$ cat src/hw/rtl/tcm_pkg.sv
// Shared widths, opcodes and inter-module structs for the transitive closure block.
package tcm_pkg;

	localparam int ROW_W           = 32;  // bits in one ancestor row
	localparam int COL_W           = 5;   // column index width
	localparam int CNT_W           = 6;   // class count width
	localparam int ROW_LIMIT       = 32;  // rows never exceed the row width
	localparam int DEF_MAX_CLASSES = 32;

	typedef enum logic [1:0] {
		OP_CLEAR = 2'd0,
		OP_EDGE  = 2'd1,
		OP_CLOSE = 2'd2,
		OP_NONE  = 2'd3
	} op_t;

	// Broadcast command from the controller to every cell.
	typedef struct packed {
		logic             clear;
		logic             set;
		logic [COL_W-1:0] col;
	} cell_ctl_t;

	// Pivot row travelling down the cell chain.
	typedef struct packed {
		logic             valid;
		logic [COL_W-1:0] col;
		logic [ROW_W-1:0] bits;
	} pivot_tok_t;

endpackage

$ cat src/hw/rtl/tcm_if.sv
// Valid/ready channel interfaces for operation input and row output.
interface tcm_in_if
	import tcm_pkg::*;
();
	logic             valid;
	logic             ready;
	logic [1:0]       op;
	logic [COL_W-1:0] child_index;
	logic [COL_W-1:0] parent_index;

	modport source (output valid, output op, output child_index, output parent_index,
		input ready);
	modport sink (input valid, input op, input child_index, input parent_index,
		output ready);
endinterface

interface tcm_out_if
	import tcm_pkg::*;
();
	logic             valid;
	logic             ready;
	logic [COL_W-1:0] row_class;
	logic [ROW_W-1:0] ancestor_bits;
	logic             last_row;
	logic             edge_error;

	modport source (output valid, output row_class, output ancestor_bits, output last_row,
		output edge_error, input ready);
	modport sink (input valid, input row_class, input ancestor_bits, input last_row,
		input edge_error, output ready);
endinterface

$ cat src/hw/rtl/tcm_cell.sv
// One matrix row: holds the ancestor bits of a class and forwards the pivot row.
module tcm_cell
	import tcm_pkg::*;
(
	input  logic             clk,
	input  logic             arst_n,
	input  cell_ctl_t        ctl,
	input  logic             sel,
	input  logic             active,
	input  pivot_tok_t       tok_in,
	output pivot_tok_t       tok_out,
	output logic [ROW_W-1:0] row
);

	logic [ROW_W-1:0] row_q;
	logic             tok_valid_q;
	logic [COL_W-1:0] tok_col_q;
	logic [ROW_W-1:0] tok_bits_q;

	always_ff @(posedge clk or negedge arst_n) begin
		if (!arst_n) begin
			row_q       <= '0;
			tok_valid_q <= 1'b0;
		end else begin
			// A token stops at the first inactive cell, so none outlives its close run.
			tok_valid_q <= tok_in.valid && active;
			if (ctl.clear) begin
				row_q <= '0;
			end else if (ctl.set && sel) begin
				row_q[ctl.col] <= 1'b1;
			end else if (tok_in.valid && active && row_q[tok_in.col]) begin
				// This class reaches the pivot, so it inherits the pivot's ancestors.
				row_q <= row_q | tok_in.bits;
			end
		end
	end

	always_ff @(posedge clk) begin
		tok_col_q  <= tok_in.col;
		tok_bits_q <= tok_in.bits;
	end

	assign tok_out.valid = tok_valid_q;
	assign tok_out.col   = tok_col_q;
	assign tok_out.bits  = tok_bits_q;
	assign row           = row_q;

endmodule

$ cat src/hw/rtl/transitive_closure_matrix.sv
// Top level: Warshall closure over a chain of row cells, with op decode and row output.
//
//  channel  | dir | transfer moves
//  ---------+-----+--------------------------------------------------
//  in_ch    | in  | op, child_index, parent_index
//  out_ch   | out | row_class, ancestor_bits, last_row, edge_error
//  cfg      | in  | class_count write (cfg_wr_en, cfg_wr_data)
//
// Clear and edge items are applied at their input transfer; an out-of-range edge also fills the output register.
// A close item first runs the closure over n classes, where n is the active class count: each
// pivot row is injected at the head of the cell chain and moves one cell per cycle.
// It then emits n rows, one per cycle while the output side keeps taking them.
// Reset clears the matrix and sets class_count to 32. Input is stalled while a close item runs
// its closure or emits its rows, and while the output register holds a result that is not being taken.
module transitive_closure_matrix
	import tcm_pkg::*;
#(
	parameter int MAX_CLASSES = DEF_MAX_CLASSES
) (
	input  logic             clk,
	input  logic             arst_n,
	input  logic             cfg_wr_en,
	input  logic [CNT_W-1:0] cfg_wr_data,
	tcm_in_if.sink           in_ch,
	tcm_out_if.source        out_ch
);

	localparam int ROWS  = (MAX_CLASSES < ROW_LIMIT) ? MAX_CLASSES : ROW_LIMIT;
	localparam int IDX_W = $clog2(ROWS);
	localparam logic [CNT_W-1:0] ROWS_CNT = CNT_W'(ROWS);

	typedef enum logic [1:0] {
		ST_IDLE,
		ST_CLOSE,
		ST_EMIT
	} state_t;

	state_t           state_q;
	logic [IDX_W-1:0] pivot_q;
	logic [IDX_W-1:0] row_ctr_q;
	logic [CNT_W-1:0] class_count_q;

	logic             out_valid_q;
	logic [COL_W-1:0] out_class_q;
	logic [ROW_W-1:0] out_bits_q;
	logic             out_last_q;
	logic             out_err_q;

	logic [CNT_W-1:0] n_cnt;
	logic [CNT_W-1:0] n_last;
	logic [ROW_W-1:0] col_mask;
	logic             out_free;
	logic             in_fire;
	logic             edge_ok;
	op_t              op;
	logic             pivot_done;
	logic             row_done;
	logic [IDX_W-1:0] rd_addr;
	logic [ROW_W-1:0] rd_row;

	cell_ctl_t        ctl;
	pivot_tok_t       inject;
	pivot_tok_t       chain [ROWS];
	logic [ROW_W-1:0] rows  [ROWS];

	assign n_cnt    = (class_count_q > ROWS_CNT) ? ROWS_CNT : class_count_q;
	assign n_last   = n_cnt - CNT_W'(1);
	assign col_mask = (n_cnt >= CNT_W'(ROW_W)) ? '1
		: ((ROW_W'(1) << n_cnt) - ROW_W'(1));

	assign out_free    = !out_valid_q || out_ch.ready;
	assign in_ch.ready = (state_q == ST_IDLE) && out_free;
	assign in_fire     = in_ch.valid && in_ch.ready;
	assign op          = op_t'(in_ch.op);
	assign edge_ok     = ({1'b0, in_ch.child_index} < n_cnt)
		&& ({1'b0, in_ch.parent_index} < n_cnt);

	assign row_done   = (CNT_W'(row_ctr_q) == n_last);
	assign pivot_done = (CNT_W'(pivot_q) == n_last);

	// One read port: the pivot row during the closure, the emitted row afterwards.
	assign rd_addr = (state_q == ST_EMIT) ? row_ctr_q : pivot_q;
	assign rd_row  = rows[rd_addr];

	always_comb begin
		ctl.clear = in_fire && (op == OP_CLEAR);
		ctl.set   = in_fire && (op == OP_EDGE) && edge_ok;
		ctl.col   = in_ch.parent_index;
	end

	always_comb begin
		inject.valid = (state_q == ST_CLOSE) && (row_ctr_q == '0);
		inject.col   = COL_W'(pivot_q);
		inject.bits  = rd_row & col_mask;
	end

	for (genvar i = 0; i < ROWS; i++) begin : g_cell
		logic sel;
		logic active;

		assign sel    = (in_ch.child_index[IDX_W-1:0] == IDX_W'(i));
		assign active = (CNT_W'(i) < n_cnt);

		if (i == 0) begin : g_head
			tcm_cell u_cell (
				.clk     (clk),
				.arst_n  (arst_n),
				.ctl     (ctl),
				.sel     (sel),
				.active  (active),
				.tok_in  (inject),
				.tok_out (chain[i]),
				.row     (rows[i])
			);
		end else begin : g_body
			tcm_cell u_cell (
				.clk     (clk),
				.arst_n  (arst_n),
				.ctl     (ctl),
				.sel     (sel),
				.active  (active),
				.tok_in  (chain[i-1]),
				.tok_out (chain[i]),
				.row     (rows[i])
			);
		end
	end

	always_ff @(posedge clk or negedge arst_n) begin
		if (!arst_n) begin
			class_count_q <= CNT_W'(ROW_W);
		end else if (cfg_wr_en) begin
			class_count_q <= cfg_wr_data;
		end
	end

	always_ff @(posedge clk or negedge arst_n) begin
		if (!arst_n) begin
			state_q     <= ST_IDLE;
			pivot_q     <= '0;
			row_ctr_q   <= '0;
			out_valid_q <= 1'b0;
		end else begin
			if (out_ch.ready) begin
				out_valid_q <= 1'b0;
			end
			unique case (state_q)
				ST_IDLE: begin
					if (in_fire) begin
						unique case (op)
							OP_EDGE: begin
								if (!edge_ok) begin
									out_valid_q <= 1'b1;
									out_class_q <= in_ch.child_index;
									out_bits_q  <= '0;
									out_last_q  <= 1'b0;
									out_err_q   <= 1'b1;
								end
							end
							OP_CLOSE: begin
								if (n_cnt != '0) begin
									state_q   <= ST_CLOSE;
									pivot_q   <= '0;
									row_ctr_q <= '0;
								end
							end
							OP_CLEAR, OP_NONE: begin
							end
							default: begin
							end
						endcase
					end
				end
				ST_CLOSE: begin
					// The row counter holds each pivot until its row has passed every active cell.
					if (row_done) begin
						row_ctr_q <= '0;
						if (pivot_done) begin
							pivot_q <= '0;
							state_q <= ST_EMIT;
						end else begin
							pivot_q <= pivot_q + IDX_W'(1);
						end
					end else begin
						row_ctr_q <= row_ctr_q + IDX_W'(1);
					end
				end
				ST_EMIT: begin
					if (out_free) begin
						out_valid_q <= 1'b1;
						out_class_q <= COL_W'(row_ctr_q);
						out_bits_q  <= rd_row & col_mask;
						out_last_q  <= row_done;
						out_err_q   <= 1'b0;
						if (row_done) begin
							row_ctr_q <= '0;
							state_q   <= ST_IDLE;
						end else begin
							row_ctr_q <= row_ctr_q + IDX_W'(1);
						end
					end
				end
				default: begin
					state_q <= ST_IDLE;
				end
			endcase
		end
	end

	assign out_ch.valid         = out_valid_q;
	assign out_ch.row_class     = out_class_q;
	assign out_ch.ancestor_bits = out_bits_q;
	assign out_ch.last_row      = out_last_q;
	assign out_ch.edge_error    = out_err_q;

	// No result can be pending while the closure itself runs.
	a_close_no_out: assert property (@(posedge clk) disable iff (!arst_n)
		(state_q == ST_CLOSE) |-> !out_valid_q)
		else $error("result pending during closure");

	// Emission never walks past the active rows.
	a_emit_range: assert property (@(posedge clk) disable iff (!arst_n)
		(state_q == ST_EMIT) |-> (CNT_W'(row_ctr_q) < n_cnt))
		else $error("emit row counter out of range");

	// Once the final row is loaded the block is back in idle.
	a_last_idle: assert property (@(posedge clk) disable iff (!arst_n)
		(out_valid_q && out_last_q) |-> (state_q == ST_IDLE))
		else $error("last row shown while close run still active");

	// A pivot is only injected at the start of its pass through the chain.
	a_inject_start: assert property (@(posedge clk) disable iff (!arst_n)
		inject.valid |=> (state_q != ST_CLOSE) || (row_ctr_q != '0) || (n_cnt == CNT_W'(1)))
		else $error("pivot injected twice in one pass");

endmodule
$ cat src/flat_wrapper.sv
// flat-port wrapper written by rule: the top's interface ports become plain ports
module transitive_closure_matrix_flat import tcm_pkg::*;
#(
	parameter int MAX_CLASSES = DEF_MAX_CLASSES
)
  (clk, arst_n, cfg_wr_en, cfg_wr_data, in_ch_valid, in_ch_op, in_ch_child_index, in_ch_parent_index, in_ch_ready, out_ch_valid, out_ch_row_class, out_ch_ancestor_bits, out_ch_last_row, out_ch_edge_error, out_ch_ready);
  tcm_in_if in_ch_i ();
  tcm_out_if out_ch_i ();
  input  logic clk;
  input  logic arst_n;
  input  logic cfg_wr_en;
  input  logic [CNT_W-1:0] cfg_wr_data;
  input wire logic [$bits(in_ch_i.valid)-1:0] in_ch_valid;
  input wire logic [$bits(in_ch_i.op)-1:0] in_ch_op;
  input wire logic [$bits(in_ch_i.child_index)-1:0] in_ch_child_index;
  input wire logic [$bits(in_ch_i.parent_index)-1:0] in_ch_parent_index;
  output wire logic [$bits(in_ch_i.ready)-1:0] in_ch_ready;
  output wire logic [$bits(out_ch_i.valid)-1:0] out_ch_valid;
  output wire logic [$bits(out_ch_i.row_class)-1:0] out_ch_row_class;
  output wire logic [$bits(out_ch_i.ancestor_bits)-1:0] out_ch_ancestor_bits;
  output wire logic [$bits(out_ch_i.last_row)-1:0] out_ch_last_row;
  output wire logic [$bits(out_ch_i.edge_error)-1:0] out_ch_edge_error;
  input wire logic [$bits(out_ch_i.ready)-1:0] out_ch_ready;
  assign in_ch_i.valid = in_ch_valid;
  assign in_ch_i.op = in_ch_op;
  assign in_ch_i.child_index = in_ch_child_index;
  assign in_ch_i.parent_index = in_ch_parent_index;
  assign in_ch_ready = in_ch_i.ready;
  assign out_ch_valid = out_ch_i.valid;
  assign out_ch_row_class = out_ch_i.row_class;
  assign out_ch_ancestor_bits = out_ch_i.ancestor_bits;
  assign out_ch_last_row = out_ch_i.last_row;
  assign out_ch_edge_error = out_ch_i.edge_error;
  assign out_ch_i.ready = out_ch_ready;
  transitive_closure_matrix #(.MAX_CLASSES(MAX_CLASSES)) u_core (.clk(clk), .arst_n(arst_n), .cfg_wr_en(cfg_wr_en), .cfg_wr_data(cfg_wr_data), .in_ch(in_ch_i), .out_ch(out_ch_i));
endmodule
$ cat config.mk
export PLATFORM = sky130hd
export DESIGN_NAME = transitive_closure_matrix_flat
export DESIGN_NICKNAME = d
export VERILOG_FILES = /design/src/hw/rtl/tcm_pkg.sv /design/src/hw/rtl/tcm_if.sv /design/src/hw/rtl/tcm_cell.sv /design/src/hw/rtl/transitive_closure_matrix.sv /design/src/flat_wrapper.sv
export SDC_FILE = /design/constraint.sdc
export NUM_CORES = 2
export LEC_CHECK = 0
export BUFFER_PORTS_ARGS = -buffer_cell sky130_fd_sc_hd__buf_2
export CAP_MARGIN = 0
export CORE_MARGIN = 2
export CORE_UTILIZATION = 40
export CTS_CLUSTER_SIZE = 24
export DETAILED_ROUTE_END_ITERATION = 16
export SETUP_SLACK_MARGIN = 0.4
export SKIP_LAST_GASP = 1
export SLEW_MARGIN = 0
export SYNTH_ARGS = -nofsm -noshare
export SYNTH_HDL_FRONTEND = slang
export SYNTH_SLANG_ARGS = --single-unit
export TNS_END_PERCENT = 10
$ cat constraint.sdc
create_clock -name clk -period 4.5 [get_ports clk]
set_input_delay 0.9 -clock clk [delete_from_list [all_inputs] [get_ports clk]]
set_output_delay 0.9 -clock clk [all_outputs]
set_load 0.005 [all_outputs]
== Word-level counts from Yosys, hierarchy flattened ==
Cells that the tools add are included.
W data, S select, Z words.
Word-level totals
  register bits after elaboration: 2260
Cells by class
  muxes and demuxes: 211
  magnitude comparators: 71
  eq/ne operators: 46
  shifts and indexed selects: 1
  add/sub/neg operators: 4
  bitwise operators: 66
  reductions and logical operators: 150
Operator list (number)
  $mux W32: 103
  $or A32 B32 Y32: 64
  $lt A5 B6 Y1 const B: 33
  $bmux W1 S5: 32
  $bmux W32 S5: 1
  $logic_and A1 B1 Y1: 104
  $reduce_bool A3 Y1: 33
  $lt A5 B6 Y1 const A: 16
  $eq A5 B5 Y1 const B: 16
  $pmux W32 S2: 1
  $mux W5: 12
  $lt A4 B6 Y1 const A: 8
  $mux W1: 46
  $eq A5 B4 Y1 const B: 8
  $and A32 B32 Y32: 1
  $shl A1 B6 Y32 const A: 1
  $sub A32 B1 Y32 const B: 1
  $lt A3 B6 Y1 const A: 4
  $eq A5 B3 Y1 const B: 4
  $pmux W5 S2: 2
  $pmux W5 S3: 1
  $mux W2: 7
  $eq A5 B6 Y1: 2
  $ge A6 B6 Y1 const B: 2
  27 further kinds: 47

== Longest topological paths before layout ==
  word-level depth: 11
  depth in mapped cells: 18
  mapped depth without buffers: 13

== Hierarchy ==
A second synthesis with hierarchy kept.
Second synthesis, totals
  cells, all modules: 10350
  area, all modules: 111192.9 µm²
Modules (own cells, without submodules)
  tcm_cell (u_core.g_cell[10].g_body.u_cell ...): cells each 254, area an instance 3030.4 µm², instances 30
  transitive_closure_matrix: cells each 2222, area an instance 14249.9 µm², instances 1
  tcm_cell (u_core.g_cell[0].g_head.u_cell): cells each 254, area an instance 3029.2 µm², instances 1
  tcm_cell (u_core.g_cell[9].g_body.u_cell): cells each 254, area an instance 3001.6 µm², instances 1

== Worst setup path after synthesis ==
OpenSTA, ideal clock, no wires.
  path type: reg-to-reg
  from: register u_core.class_count_q[5]
  to: register u_core.out_bits_q[0] (netlist: u_core.out_ch.ancestor_bits[0]), enable pin
  arrival: 3.653 ns
  buffers on the path: 3
  path slack: 0.411 ns
  setup time: 0.436 ns
  stages on the path, launching flop included: 13
  cell sequence: dfstp_2 -> buf_6 -> inv_1 -> clkbuf_1 -> clkbuf_1 -> nand2_1 -> ha_1 -> o21ai_0 -> a21oi_1 -> a22oi_1 -> nor2_1 -> a21oi_1 -> nor2_1
Between the ends
  longest elaborated chain between the ends: 6
  elaborated cells between the ends (all ways): 7
  those cells by class: order compare: 3; eq/ne: 1; mux: 1; reduce/logical: 2
RTL lines
  from (decl): RTL line transitive_closure_matrix.sv:41  | logic [CNT_W-1:0] class_count_q;
  from (signal assigned): RTL line transitive_closure_matrix.sv:131  | class_count_q <= CNT_W'(ROW_W);
  from (signal assigned): RTL line transitive_closure_matrix.sv:133  | class_count_q <= cfg_wr_data;
  $gt A6 B6 Y1: RTL line transitive_closure_matrix.sv:66  | assign n_cnt = (class_count_q > ROWS_CNT) ? ROWS_CNT : class_count_q;
  $mux W6 (*): RTL line transitive_closure_matrix.sv:66
  $lt A5 B6 Y1 (on tied branches): RTL line transitive_closure_matrix.sv:75, transitive_closure_matrix.sv:76
  $logic_and A1 B1 Y1 (*): RTL line transitive_closure_matrix.sv:76  | && ({1'b0, in_ch.parent_index} < n_cnt);
  $ne A2 B2 Y1 (no line) (*)
  $reduce_and A6 Y1 (no line) (*)
  to (signal assigned): RTL line transitive_closure_matrix.sv:192  | out_bits_q <= rd_row & col_mask;
  to (decl): RTL line transitive_closure_matrix.sv:45  | logic [ROW_W-1:0] out_bits_q;
Mark *: on every way between the ends. The rest lies on a longest branch, timed or not.
A chain may end at the register's enable or synchronous reset.

==> impl_results.md <==
* Run status: completed
* Yosys reg bits at 2260
* Full die area at 222000 sq um
* Avg Cell Area, Syn at 11.1 sq um
* DRC violations left at 0
* DP Wirelength at 331000 um
* Initial antenna violation count at 45
* CP max FO at 25
* Worst min path class: in2reg
* Yosys warnings at 0
* Final Skew at 54.0 ps
* Mapped Cells at 7876
* Share of layout cells above drive strength 1 at 19.0%
* Peak supply drop at 0.374 mV
* Crit share post-route at 97.3%
* Row cnt at 171
* Number of port buffers at 63
* Die Ht at 471 um
* Total power at 56.9 mW
* # placed instances at 10700
* Clock transition at path regs at 60 ps
* # Max-Cap Violations at 0
* Initial Util at 40.2%
* 1st-pass router iterations at 8
* Design Area, Final at 102000 sq um
* CTS Buf Count at 231
* Total GRT Usage at 39.4%
* Die width at 471 um
* Crit Path Category: reg2reg
* Sequential share of the synthesized area at 58.4%
* DP Area at 93900 sq um
* DR iter-0 viols at 12600
* Share of flip-flops with an asynchronous set or reset at 47.5%
* Vias post-DR at 74600
* Max-slew headroom at 5.36%
* Hold Fails Final Rpt at 0
* ANT nets after route at 0
* Clk sinks at 2260
* RSZ-0062 raised after global routing: true
* Max clock buf depth at 3
* Final Max Slew Viols at 0
* First-pass GRT wire length at 605000 um
* Mapped Area at 87400 sq um
* Tmin final at 4380 ps
* Leak Pwr at 40.3 nW
* Gp weighted congestion at 1.08
* Req. time, crit path at 5160 ps
* Worst skew pair latency at 920 ps
* Wirelength per Cell at 39.8 um
* # nets final at 8155
* CTS tree: built
* Netlist cell types at 86
* Setup tns final at 0 ps
* Post-synth EDFFs at 39
* Critical Path AT at 5040 ps
* Area Overhead vs Synth at 17.0%
* Io pins at 64
* PwrDens at 557 nW/um^2
* Largest net degree at the start of global routing at 168
* Gr ovfl total at 0
* Fin cells at 11200
* Number of global-route vias before repair at 71000
* Worst slew pin tran at 1410 ps
* Mapped Nets at 7916
* Startpoint class of the critical path: flip-flop
* Clk root buf: clkbuf_16
* Total wire length at 446000 um
* Setup crit end kind: flip-flop
* Peak Freq at 228 MHz
* Final setup violation count at 0
* Core Area at 217000 sq um
* Vias/cell at 6.66
* H-tree depth at 4
* Primary FF master, synth: dfxtp_1
-- registers in the layout, summed over array words and instances (netlist names), 2 cells and up --
name and cells:
u_core.class_count_q 6, u_core.g_cell.g_body.u_cell.row 992, u_core.g_cell.g_body.u_cell.tok_bits_q 960, u_core.g_cell.g_body.u_cell.tok_col_q 150
u_core.g_cell.g_body.u_cell.tok_valid_q 30, u_core.g_cell.g_head.u_cell.row 32, u_core.g_cell.g_head.u_cell.tok_bits_q 32, u_core.g_cell.g_head.u_cell.tok_col_q 5
u_core.out_ch.ancestor_bits 32, u_core.out_ch.row_class 5, u_core.pivot_q 5, u_core.row_ctr_q 5
u_core.state_q 2
-- placed cells by master, fill, tap and decap left out, types with 28 or more instances in the layout --
cell | Yosys | final
nor2_1 | 232 | 184
nand4_1 | 45 | 45
clkbuf_16 | 0 | 236
mux2_2 | 45 | 42
nand2_1 | 1326 | 1324
buf_2 | 108 | 62
edfxtp_1 | 39 | 39
a31oi_1 | 83 | 83
clkinv_2 | 0 | 49
and2_1 | 28 | 28
buf_4 | 21 | 466
dfxtp_1 | 1147 | 1147
nor2_2 | 0 | 38
o2bb2ai_1 | 228 | 227
clkbuf_1 | 420 | 42
clkbuf_8 | 0 | 52
dfrtp_1 | 1073 | 1073
mux2i_1 | 67 | 64
inv_1 | 32 | 32
a21oi_1 | 1055 | 1052
buf_12 | 0 | 64
o21ai_0 | 823 | 822
mux4_2 | 445 | 445
nand3_1 | 228 | 227
-- layout make-up --
| class | count | area [sq um] |
|---|---|---|
| antenna | 15 | 37.5 |
| clock buffer | 330 | 6780 |
| clock inverter | 109 | 1390 |
| fill | 19700 | 115000 |
| inverter | 33 | 124 |
| multi-input combinational | 4990 | 34100 |
| sequential | 2260 | 51000 |
| tap | 2854 | 3570 |
| timing repair buffer | 599 | 5210 |
-- worst max-delay path, stage by stage, from the launching register on --
cell       delay [ps]
dfrtp_1           390
inv_1             110
ha_2              480
mux2i_4           750
buf_12            320
buf_4             270
mux4_2            570
nor2_1            480
a2bb2oi_1         390
nor4_1            150
and2_1            180
-- cell usage after synthesis (17+ instances only) --
master	instances	area (sq um)
o2111ai_1	27	236
ha_1	17	213
inv_1	32	120
dfxtp_1	1147	23000
nor2b_1	19	119
buf_1	31	116
buf_2	108	541
o22ai_1	25	156
nor2_1	232	871
nand2_1	1326	4980
nor3_1	26	130
nand4_1	45	282
edfxtp_1	39	1170
o2bb2ai_1	228	2000
o2111a_1	25	282
dfrtp_1	1073	26900
mux4_2	445	10000
a32oi_1	21	184
buf_4	21	158
mux2i_1	67	671
mux2_2	45	507
o21ai_0	823	4120
and3_1	17	106
and2_1	28	175
a21oi_1	1055	5280
clkbuf_1	420	1580
nand3_1	228	1140
a31oi_1	83	519
-- metrics by stage --
| step | worst slack [ps] | utilization, % | hold slack (ps) |
|---|---|---|---|
| 3_5_place_dp | 156 | 43.3 | 334 |
| 5_1_grt | 255 | 47.1 | 215 |
| 6_report | 122 | 47.1 | 210 |
| 2_1_floorplan | 411 | - | 326 |
| 4_1_cts | 316 | 47.0 | 169 |
| 3_3_place_gp | 183 | 43.3 | 333 |
-- routing by layer --
layer	GRT usage, %	routed length (um)	vias up
li1	-	-	29000
met1	51.2	166000	38200
met2	55.3	183000	5966
met3	14.1	59900	1423
met4	25.6	35500	48
met5	0	290	-
-- final timing paths --
kind                                                                      startpoint                                                    to  slack [ps]  depth (start not counted)
worst max-delay path                                   u_core.state_q[0]$_DFFE_PN0P_         u_core.out_ch.ancestor_bits[15]$_SDFFCE_PN0P_         120                         10
worst min-delay path                                                  cfg_wr_data[2]                   u_core.class_count_q[2]$_DFFE_PN0P_         210                          3
worst max register to register                         u_core.state_q[0]$_DFFE_PN0P_         u_core.out_ch.ancestor_bits[15]$_SDFFCE_PN0P_         120                         10
worst min register to register  u_core.g_cell[6].g_body.u_cell.tok_bits_q[5]$_DFF_P_  u_core.g_cell[7].g_body.u_cell.tok_bits_q[5]$_DFF_P_         320                          0
max in group asynchronous                                                     arst_n   u_core.g_cell[26].g_body.u_cell.row[14]$_DFFE_PN0P_        2440                          3
min in group asynchronous                                                     arst_n    u_core.g_cell[2].g_body.u_cell.row[14]$_DFFE_PN0P_         550                          2
-- power by group --
part | switching [mW] | total [mW] | internal (mW)
registers | 3.11 | 26.2 | 23.1
clock network | 8.71 | 20.5 | 11.8
logic | 6.90 | 10.3 | 3.37
total | 18.7 | 56.9 | 38.2
-- kinds of logic after synthesis --
group	Yosys count	synth area share, %
AOI/OAI and AO/OA	2396	15.7
xor gates and xnor gates	20	0.201
buffers and inverters	626	3.04
and+or+nand+nor	1997	9.58
muxes	560	12.9
adders and majority gates	17	0.243
DFF	2260	58.4
-- what timing repair did --
| item | in CTS | in global routing |
|---|---|---|
| endpoints found under the hold margin | 20 | 0 |
| setup buffers | 0 | 2 |
| hold buffers | 1 | 0 |
| setup endpoints to repair | 13 | 534 |
| resized for setup | 2 | 17 |
| pin swaps | 0 | 2 |
Power figures use the tool's default switching activity.
